`src/rtl/bdhe_pkg.sv`:
```
// shared types, constants and helpers for the button debouncer
package bdhe_pkg;

  localparam int NUM_BUTTONS = 2;
  localparam int AGE_W       = 16;
  localparam int CFG_IDX_W   = 2;

  localparam logic [AGE_W-1:0] AGE_MAX           = {AGE_W{1'b1}};
  localparam logic [AGE_W-1:0] DEBOUNCE_TIME_RST = 16'd50;
  localparam logic [AGE_W-1:0] HOLD_TIME_RST     = 16'd1000;
  localparam logic [AGE_W-1:0] EDGE_WINDOW_RST   = 16'd40;

  typedef enum logic [1:0] {
    CMD_TICK = 2'd0,
    CMD_RISE = 2'd1,
    CMD_FALL = 2'd2
  } cmd_t;

  typedef enum logic [CFG_IDX_W-1:0] {
    REG_DEBOUNCE_TIME = 2'd0,
    REG_HOLD_TIME     = 2'd1,
    REG_EDGE_WINDOW   = 2'd2
  } cfg_reg_t;

  typedef enum logic [2:0] {
    MODE_RELEASED = 3'b001,
    MODE_PRESSED  = 3'b010,
    MODE_HELD     = 3'b100
  } mode_t;

  typedef struct packed {
    logic [AGE_W-1:0] debounce_time;
    logic [AGE_W-1:0] hold_time;
    logic [AGE_W-1:0] edge_window;
  } cfg_t;

  typedef struct packed {
    logic tick;
    logic query_rise;
    logic query_fall;
    logic pin_high;
  } lane_ctrl_t;

  typedef struct packed {
    logic pressed;
    logic held;
    logic seen;
  } lane_status_t;

  function automatic logic [AGE_W-1:0] age_inc(input logic [AGE_W-1:0] a);
    age_inc = (a == AGE_MAX) ? AGE_MAX : a + 1'b1;
  endfunction

endpackage

```
`src/rtl/bdhe_lane.sv`:
```
// one button lane: debounce state machine, age counters and edge flags
module bdhe_lane
  import bdhe_pkg::*;
(
  input  logic         clk,
  input  logic         rst_n,
  input  lane_ctrl_t   ctrl,
  input  cfg_t         cfg,
  input  logic         uptime_ok,
  output lane_status_t status
);

  mode_t            mode_r, mode_nxt;
  logic [AGE_W-1:0] debounce_age_r, debounce_age_nxt;
  logic [AGE_W-1:0] hold_age_r, hold_age_nxt;
  logic [AGE_W-1:0] rise_age_r, rise_age_nxt;
  logic [AGE_W-1:0] fall_age_r, fall_age_nxt;
  logic             seen;

  always_comb begin
    mode_nxt         = mode_r;
    debounce_age_nxt = debounce_age_r;
    hold_age_nxt     = hold_age_r;
    rise_age_nxt     = rise_age_r;
    fall_age_nxt     = fall_age_r;
    seen             = 1'b0;
    if (ctrl.tick) begin
      debounce_age_nxt = age_inc(debounce_age_r);
      hold_age_nxt     = age_inc(hold_age_r);
      rise_age_nxt     = age_inc(rise_age_r);
      fall_age_nxt     = age_inc(fall_age_r);
      case (mode_r)
        MODE_RELEASED: begin
          if (ctrl.pin_high) begin
            debounce_age_nxt = '0;
          end
          if (debounce_age_nxt >= cfg.debounce_time) begin
            rise_age_nxt     = '0;
            hold_age_nxt     = '0;
            debounce_age_nxt = '0;
            mode_nxt         = MODE_PRESSED;
          end
        end
        MODE_PRESSED, MODE_HELD: begin
          if (!ctrl.pin_high) begin
            debounce_age_nxt = '0;
            if (hold_age_nxt >= cfg.hold_time) begin
              mode_nxt = MODE_HELD;
            end
          end
          if (debounce_age_nxt >= cfg.debounce_time) begin
            fall_age_nxt     = '0;
            debounce_age_nxt = '0;
            mode_nxt         = MODE_RELEASED;
          end
        end
        default: mode_nxt = MODE_RELEASED;
      endcase
    end else if (ctrl.query_rise) begin
      seen         = (rise_age_r < cfg.edge_window) && uptime_ok;
      rise_age_nxt = AGE_MAX;
    end else if (ctrl.query_fall) begin
      seen         = (fall_age_r < cfg.edge_window) && uptime_ok;
      fall_age_nxt = AGE_MAX;
    end
  end

  always_ff @(posedge clk) begin
    if (!rst_n) begin
      mode_r         <= MODE_RELEASED;
      debounce_age_r <= '0;
      hold_age_r     <= '0;
      rise_age_r     <= AGE_MAX;
      fall_age_r     <= AGE_MAX;
    end else begin
      mode_r         <= mode_nxt;
      debounce_age_r <= debounce_age_nxt;
      hold_age_r     <= hold_age_nxt;
      rise_age_r     <= rise_age_nxt;
      fall_age_r     <= fall_age_nxt;
    end
  end

  assign status.pressed = (mode_nxt != MODE_RELEASED);
  assign status.held    = (mode_nxt == MODE_HELD);
  assign status.seen    = seen;

  // a fresh press leaves the button pressed, not yet held
  a_rise_zero_pressed: assert property (@(posedge clk) disable iff (!rst_n)
    (rise_age_r == '0) |-> (mode_r == MODE_PRESSED))
    else $error("rise age zero outside pressed mode");

  a_hold_zero_not_held: assert property (@(posedge clk) disable iff (!rst_n)
    (hold_age_r == '0) |-> (mode_r != MODE_HELD))
    else $error("hold age zero in held mode");

  a_fall_zero_released: assert property (@(posedge clk) disable iff (!rst_n)
    (fall_age_r == '0) |-> (mode_r == MODE_RELEASED))
    else $error("fall age zero outside released mode");

endmodule

```
`src/rtl/bdhe_merge.sv`:
```
// merge stage: builds masks from the lanes and holds the result word
module bdhe_merge
  import bdhe_pkg::*;
(
  input  logic                   clk,
  input  logic                   rst_n,
  input  logic                   load,
  input  lane_status_t           lanes [NUM_BUTTONS],
  input  logic                   out_ready,
  output logic                   out_valid,
  output logic [NUM_BUTTONS-1:0] out_pressed_mask,
  output logic [NUM_BUTTONS-1:0] out_held_mask,
  output logic                   out_edge_seen
);

  logic                   out_valid_r, out_valid_nxt;
  logic [NUM_BUTTONS-1:0] pressed_r, pressed_nxt;
  logic [NUM_BUTTONS-1:0] held_r, held_nxt;
  logic                   seen_r, seen_nxt;

  always_comb begin
    seen_nxt = 1'b0;
    for (int i = 0; i < NUM_BUTTONS; i++) begin
      pressed_nxt[i] = lanes[i].pressed;
      held_nxt[i]    = lanes[i].held;
      seen_nxt       = seen_nxt | lanes[i].seen;
    end
  end

  assign out_valid_nxt = load | (out_valid_r & ~out_ready);

  always_ff @(posedge clk) begin
    if (!rst_n) begin
      out_valid_r <= 1'b0;
    end else begin
      out_valid_r <= out_valid_nxt;
    end
  end

  always_ff @(posedge clk) begin
    if (load) begin
      pressed_r <= pressed_nxt;
      held_r    <= held_nxt;
      seen_r    <= seen_nxt;
    end
  end

  assign out_valid        = out_valid_r;
  assign out_pressed_mask = pressed_r;
  assign out_held_mask    = held_r;
  assign out_edge_seen    = seen_r;

endmodule

```
`src/rtl/button_debounce_hold_edge.sv`:
```
// top level of the debouncer with long-press and edge query
// Debounces NUM_BUTTONS active-low buttons. Each input word is a
// millisecond tick carrying all pin levels, a rising/falling edge query
// that reads and clears one button's edge flag, or the spare code, which
// changes no state. Every accepted word gives exactly one result word with
// the pressed and held masks and the query answer. One word is accepted
// per cycle while no result is held or out_ready is high: all button lanes
// update in the accept cycle and the merge stage registers the result, and
// a new word is taken in the same cycle the previous result leaves the
// output register. Configuration writes take effect on the next cycle.
module button_debounce_hold_edge
  import bdhe_pkg::*;
(
  input  logic                   clk,
  input  logic                   rst_n,
  input  logic                   in_valid,
  output logic                   in_ready,
  input  logic [1:0]             in_cmd,
  input  logic [NUM_BUTTONS-1:0] in_pin_levels,
  input  logic                   in_button_index,
  output logic                   out_valid,
  input  logic                   out_ready,
  output logic [NUM_BUTTONS-1:0] out_pressed_mask,
  output logic [NUM_BUTTONS-1:0] out_held_mask,
  output logic                   out_edge_seen,
  input  logic                   cfg_we,
  input  logic [CFG_IDX_W-1:0]   cfg_index,
  input  logic [AGE_W-1:0]       cfg_wdata
);

  cfg_t             cfg_r, cfg_nxt;
  logic [AGE_W-1:0] uptime_r, uptime_nxt;
  logic             accept;
  logic             is_tick, is_rise, is_fall;
  logic             uptime_ok;
  lane_ctrl_t       lane_ctrl [NUM_BUTTONS];
  lane_status_t     lane_stat [NUM_BUTTONS];

  assign accept = in_valid & in_ready;

  always_comb begin
    is_tick = 1'b0;
    is_rise = 1'b0;
    is_fall = 1'b0;
    case (in_cmd)
      CMD_TICK: is_tick = 1'b1;
      CMD_RISE: is_rise = 1'b1;
      CMD_FALL: is_fall = 1'b1;
      default: ;
    endcase
  end

  always_comb begin
    cfg_nxt = cfg_r;
    if (cfg_we) begin
      case (cfg_index)
        REG_DEBOUNCE_TIME: cfg_nxt.debounce_time = cfg_wdata;
        REG_HOLD_TIME:     cfg_nxt.hold_time     = cfg_wdata;
        REG_EDGE_WINDOW:   cfg_nxt.edge_window   = cfg_wdata;
        default: ;
      endcase
    end
  end

  assign uptime_nxt = (accept && is_tick) ? age_inc(uptime_r) : uptime_r;
  assign uptime_ok  = (uptime_r >= cfg_r.edge_window);

  always_ff @(posedge clk) begin
    if (!rst_n) begin
      cfg_r.debounce_time <= DEBOUNCE_TIME_RST;
      cfg_r.hold_time     <= HOLD_TIME_RST;
      cfg_r.edge_window   <= EDGE_WINDOW_RST;
      uptime_r            <= '0;
    end else begin
      cfg_r    <= cfg_nxt;
      uptime_r <= uptime_nxt;
    end
  end

  for (genvar g = 0; g < NUM_BUTTONS; g++) begin : g_lane
    logic sel;
    assign sel = (32'(in_button_index) == g);
    assign lane_ctrl[g].tick       = accept & is_tick;
    assign lane_ctrl[g].query_rise = accept & is_rise & sel;
    assign lane_ctrl[g].query_fall = accept & is_fall & sel;
    assign lane_ctrl[g].pin_high   = in_pin_levels[g];

    bdhe_lane u_lane (
      .clk       (clk),
      .rst_n     (rst_n),
      .ctrl      (lane_ctrl[g]),
      .cfg       (cfg_r),
      .uptime_ok (uptime_ok),
      .status    (lane_stat[g])
    );
  end

  bdhe_merge u_merge (
    .clk              (clk),
    .rst_n            (rst_n),
    .load             (accept),
    .lanes            (lane_stat),
    .out_ready        (out_ready),
    .out_valid        (out_valid),
    .out_pressed_mask (out_pressed_mask),
    .out_held_mask    (out_held_mask),
    .out_edge_seen    (out_edge_seen)
  );

  assign in_ready = ~out_valid | out_ready;

endmodule

```
`config.mk`:
```
export PLATFORM = sky130hd
export DESIGN_NAME = button_debounce_hold_edge
export DESIGN_NICKNAME = d
export VERILOG_FILES = /design/src/rtl/bdhe_pkg.sv /design/src/rtl/bdhe_lane.sv /design/src/rtl/bdhe_merge.sv /design/src/rtl/button_debounce_hold_edge.sv
export SDC_FILE = /design/constraint.sdc
export NUM_CORES = 1
export LEC_CHECK = 0
export BUFFER_PORTS_ARGS = -buffer_cell sky130_fd_sc_hd__buf_4
export CAP_MARGIN = 40
export CORE_MARGIN = 5
export CORE_UTILIZATION = 50
export CTS_CLUSTER_DIAMETER = 150
export DETAILED_ROUTE_END_ITERATION = 16
export GPL_ROUTABILITY_DRIVEN = 0
export PLACE_DENSITY = 0.66
export SLEW_MARGIN = 30
export SYNTH_ARGS = -nofsm -noshare
export SYNTH_HDL_FRONTEND = slang
export SYNTH_SLANG_ARGS = --single-unit
```
`constraint.sdc`:
```
create_clock -name clk -period 7.6 [get_ports clk]
set_input_delay 1.14 -clock clk [delete_from_list [all_inputs] [get_ports clk]]
set_output_delay 1.14 -clock clk [all_outputs]
set_load 0.01 [all_outputs]
```
Yosys cells after proc, flatten, opt, wreduce, memory -nomap -nowiden
Cells that the tools add are included.
W data, S select, Z words.
- register bits: 204
- input bits: 28
- output and inout port bits: 7
- logic and storage cells: 166
- $add $sub $neg: 9
- magnitude comparators: 11
- equality and inequality tests: 25
- muxes and demuxes: 70
- bitwise gates (word level): 15
- reductions and logical operators: 18
- operators by type and width (operator ; number):
    $mux W16 ; 47
    $add A16 B1 Y16 const B ; 9
    $eq A16 B16 Y1 const B ; 9
    $ge A16 B16 Y1 ; 7
    $lt A16 B16 Y1 ; 4
    $pmux W16 S2 ; 2
    $mux W3 ; 10
    $eq A3 B3 Y1 const B ; 4
    $pmux W3 S2 ; 2
    $reduce_and A2 Y1 ; 5
    $and A1 B1 Y1 ; 9
    $mux W1 ; 9
    $reduce_bool A2 Y1 ; 4
    $eq A3 B1 Y1 const B ; 2
    $eq A3 B2 Y1 const B ; 2
    $ne A3 B1 Y1 const B ; 2
    $logic_and A1 B1 Y1 ; 5
    $eq A2 B1 Y1 const B ; 2
    $eq A2 B2 Y1 const B ; 2
    $logic_not A2 Y1 ; 2
    $reduce_or A2 Y1 ; 2
    $not A1 Y1 ; 3
    $or A1 B1 Y1 ; 3
    $ne A2 B1 Y1 const B ; 1
    $ne A2 B2 Y1 const B ; 1

Logic depth before layout (Yosys ltp)
- word-level depth: 10
- depth in mapped cells: 21
- depth with buffers taken out: 16

Hierarchy
From an unflattened synthesis, not the netlist that was laid out.
- cell total of the unflattened synthesis: 1999
- area total of the unflattened synthesis: 14943.1 sq um
- modules (own cells, without submodules) (module ; times used ; cells an instance ; area each (sq um)):
    bdhe_lane at g_lane[0].u_lane ; 1 ; 817 ; 6024.5
    bdhe_lane at g_lane[1].u_lane ; 1 ; 810 ; 5863.1
    button_debounce_hold_edge ; 1 ; 363 ; 2857.7
    bdhe_merge ; 1 ; 9 ; 197.7

Least setup slack after synthesis
No wires, ideal clock.
- kind: register to register
- from: register g_lane[1].u_lane.debounce_age_r[0]
- to: register g_lane[1].u_lane.debounce_age_r[12]
- library setup time: 0.074 ns
- arrival time: 3.757 ns
- data required time: 7.526 ns
- setup slack: 3.768 ns
- stages on the path, launching flop included: 20
- buffers on the path: 5
- cell sequence: dfxtp_1 > ha_1 > and3_1 > and3_1 > buf_4 > nand2b_2 > or3_1 > buf_2 > buf_2 > buf_2 > a21oi_1 > ha_1 > and2_1 > a221oi_1 > o21ai_0 > a21oi_1 > buf_2 > o211ai_2 > or2_2 > o21ai_0
- longest elaborated chain between the ends: 8
- elaborated cells on any way between the ends: 14
- those cells by class: 1 x add/sub; 2 x order compare; 1 x eq/ne; 10 x mux
- RTL lines (item ; RTL line ; source):
    from (decl) ; bdhe_lane.sv:14 ; logic [AGE_W-1:0] debounce_age_r, debounce_age_nxt;
    from (signal assigned) ; bdhe_lane.sv:77 ; debounce_age_r <= debounce_age_nxt;
    $add A16 B1 Y16 or $eq A16 B16 Y1 (tied branches) ; bdhe_pkg.sv:51 ; age_inc = (a == AGE_MAX) ? AGE_MAX : a + 1'b1;
    $mux W16 * ; bdhe_pkg.sv:51 ;
    $mux W16, on equally long branches ; bdhe_lane.sv:45, bdhe_lane.sv:34 ;
    $mux W16 ; bdhe_lane.sv:32 ; case (mode_r)
    $mux W16 ; bdhe_lane.sv:27 ; if (ctrl.tick) begin
    $ge A16 B16 Y1, on equally long branches ; bdhe_lane.sv:51, bdhe_lane.sv:37 ;
    $mux W16, on equally long branches ; bdhe_lane.sv:51, bdhe_lane.sv:37 ;
    $pmux W16 S2 * ; bdhe_lane.sv:32 ;
Every way passes the cells marked *; elsewhere a longest branch is shown, timed or not. The select of a mux whose other input is x is not followed.
A chain may end at the register's enable or synchronous reset.

==> out/results.txt <==
Max_cap viols - 0
Final TNS setup - 0 ns
Synth area leaders - dfxtp_1 28%, ha_1 16%, a21oi_1 8.5%
Final Cycle Share - 62.1%
Clock buffer depth - 3
H-tree Lvls - 1
R2R Path End - u_merge.out_pressed_mask[1]$_DFFE_PP_
Reg clk slew, reported paths - 0.06 ns
F_max - 212 MHz
Cell row count - 61
CP arrival - 4.97 ns
Top-area cell type share of the netlist area - 28.1%
Cells after Synth - 1850
Post-synthesis cell area - 14200 sq um
Final setup violation count - 0
Startpoint Class - flip-flop
GRT Resource Usage Total - 24.7%
Total clock buffers created by CTS - 24
Initial Util - 50.9%
Total grt overflow - 0
Post-synth cell types - 69
Core Box Area - 27900 sq um
PD cells - 261 nW/um^2
Peak supply drop - 248 uV
CP max stage delay - 0.59 ns
Top_reg_cell synth - dfxtp_1
Slew @ Worst Pin - 0.861 ns
Max Fanout on Critical Path - 22
Most frequent CP cell - a21oi_1
Flop2flop setup slack - 2.88 ns
CP required - 7.85 ns
Yosys top cell by area - dfxtp_1
Sequential fraction of the synthesis area - 29.2%
Port bufs - 34
Worst skew pair latency - 0.54 ns
CP endpoint kind - flip-flop
Register-to-Register Path Depth - 16
Vias in the first global route - 12352
Iteration count of the initial detailed-routing pass - 5
Layout cells sized above 1 - 6.85%
Root Buffer - clkbuf_16
Syn Area/Cell - 7.66 sq um
Status - finished clean
Yosys reg bits - 204
Critical path cell sequence - ha_1 > and3_1 > and3_1 > nand2b_2 > or3_1 > buf_8 > a21oi_1 > ha_1 > a211o_1 > a31oi_1 > o21ai_0 > a21oi_1 > buf_4 > and2_1 > nor2b_1 > a21oi_1
Vias per cell - 6.00
DIE WIDTH - 178 um
Slew Viols, Final - 0
Post-synth EDFFs - 5
DR WL/cell - 17.8 um
Via count - 13383
Final hold violations - 0
Reg2reg start - g_lane[1].u_lane.debounce_age_r[0]$_SDFFE_PN0P_
Worst Hold Endpoint - cfg_r[39]$_SDFFE_PN0P_
Die area - 31800 sq um
CP max-delay cell - and2_1
Post-cts sizing count - 0
Layout Nets - 2046
Clk sinks - 204
Most instantiated cells after synthesis - 240 x a21oi_1, 240 x nand2_1, 199 x dfxtp_1, 181 x ha_1, 146 x nor2_1
CTS tree - done
Syn Nets - 2059
Routed wire length - 39700 um
Global-route wire length before repair - 64400 um
Die H - 178 um
Area Overhead vs Synth - 9.61%
DRC viols - 0
Warnings from Yosys - 0
Largest net degree at the start of global routing - 77
Hold-fix buffers, CTS - 0
Boundary Pins - 35
Number of DRC markers in iteration 0 - 914
Initial antenna violation count - 0
Clk_skew - 0.0320 ns
Min Tclk post-route - 4.72 ns
Crit Path Category - reg2reg
Inserted Diodes - 0
Min-delay worst type - reg2reg
Hold Path Depth - 2
Fraction of registers with async set/reset - 0%
Total power - 4.05 mW
Leakage - 6.45 nW
RSZ-0062 raised after global routing - no
Dpl hpwl - 28200 um
Hold Path Origin - cfg_r[39]$_SDFFE_PN0P_
Max-slew headroom - 42.6%
Post-CTS Setup Repair Bufs - 0
Routed Antenna Nets - 0
## cell families after synthesis
| logic type | share of synthesized area (%) |
|---|---|
| and+or+nand+nor | 24.0 |
| AOI/OAI and AO/OA | 22.7 |
| DFF | 29.2 |
| adders and majority gates | 16.0 |
| buffers and inverters | 4.34 |
| xor gates and xnor gates | 3.21 |
| muxes | 0.680 |
## cells in the final DEF, fill, tap and decap left out, types with 17 or more instances in the layout
cell	n
o21ai_0	129
and3_1	36
a22oi_1	25
nand2_1	239
clkbuf_16	24
nor2_1	146
nand3_1	96
xor2_1	35
dfxtp_1	199
xnor2_1	17
ha_1	181
nand4_1	40
a21o_1	27
and2_1	19
o211ai_1	18
inv_1	67
a21oi_1	240
buf_4	45
nor3_1	28
nand2b_1	17
## layout make-up
| cell class | instances | area, sq um |
|---|---|---|
| Clock inverter | 8 | 88.8 |
| Clock buffer | 35 | 732 |
| Fill cell | 2656 | 12300 |
| Timing Repair Buffer | 48 | 393 |
| Sequential cell | 204 | 4130 |
| Tap cell | 378 | 473 |
| Inverter | 69 | 259 |
| Multi-Input combinational cell | 1490 | 9450 |
## flip-flops by register name, indices dropped and copies added (netlist names)
name and cells:
g_lane.u_lane.mode_r 6, u_merge.out_edge_seen 1, g_lane.u_lane.debounce_age_r 32, u_merge.out_held_mask 2, g_lane.u_lane.rise_age_r 32, g_lane.u_lane.hold_age_r 32
cfg_r 48, uptime_r 16, u_merge.out_valid 1, u_merge.out_pressed_mask 2, g_lane.u_lane.fall_age_r 32
## power by group
part | total, mW | switching [mW] | internal, mW | leakage (nW)
combinational | 1.60 | 0.971 | 0.632 | 4.39
sequential | 1.26 | 0.109 | 1.15 | 1.66
clock | 1.19 | 0.486 | 0.702 | 0.388
total | 4.05 | 1.57 | 2.49 | 6.45
## how the worst max path moves through the flow
stage	start	endpoint	slack [ns]	cells after the start
floorplan	g_lane[1].u_lane.debounce_age_r[0]$_SDFFE_PN0P_	g_lane[1].u_lane.debounce_age_r[12]$_SDFFE_PN0P_	3.77	19
global placement	g_lane[1].u_lane.debounce_age_r[0]$_SDFFE_PN0P_	u_merge.out_pressed_mask[1]$_DFFE_PP_	2.92	17
detailed placement	g_lane[1].u_lane.debounce_age_r[0]$_SDFFE_PN0P_	u_merge.out_pressed_mask[1]$_DFFE_PP_	2.97	16
CTS	g_lane[1].u_lane.debounce_age_r[0]$_SDFFE_PN0P_	u_merge.out_pressed_mask[1]$_DFFE_PP_	2.94	16
global route	g_lane[1].u_lane.debounce_age_r[0]$_SDFFE_PN0P_	u_merge.out_pressed_mask[1]$_DFFE_PP_	2.58	16
finish	g_lane[1].u_lane.debounce_age_r[0]$_SDFFE_PN0P_	u_merge.out_pressed_mask[1]$_DFFE_PP_	2.88	16
## worst max-delay path: cells and delay by family, from the launching register on
kind / cells / cell delay, ns
flops: 1 / 0.40
compound gates: 6 / 0.94
buf+inv: 2 / 0.52
fa+ha+maj: 2 / 0.52
simple gates: 6 / 2.09
## metal layers
| metal | track usage, % | wire [um] | up-vias | part of all wire [%] |
|---|---|---|---|---|
| li1 | - | - | 6676 | - |
| met1 | 34.9 | 18600 | 6236 | 47 |
| met2 | 40.0 | 17700 | 406 | 45 |
| met3 | 2.44 | 2030 | 65 | 5.1 |
| met4 | 7.64 | 1330 | 0 | 3.4 |
| met5 | 0 | 0 | - | 0 |
## through the flow
step | hold slack (ns) | instances | util (%) | setup WS (ns) | instance area, sq um
floorplan | 0.436 | 1850 | - | 3.77 | 14200
global placement | 0.443 | 2186 | 52.6 | 2.92 | 14600
detailed placement | 0.446 | 2188 | 52.7 | 2.97 | 14700
CTS | 0.455 | 2231 | 55.7 | 2.94 | 15500
global route | 0.469 | 2232 | 55.8 | 2.58 | 15500
finish | 0.454 | 2232 | 55.8 | 2.88 | 15500
Power figures use the tool's default switching activity.
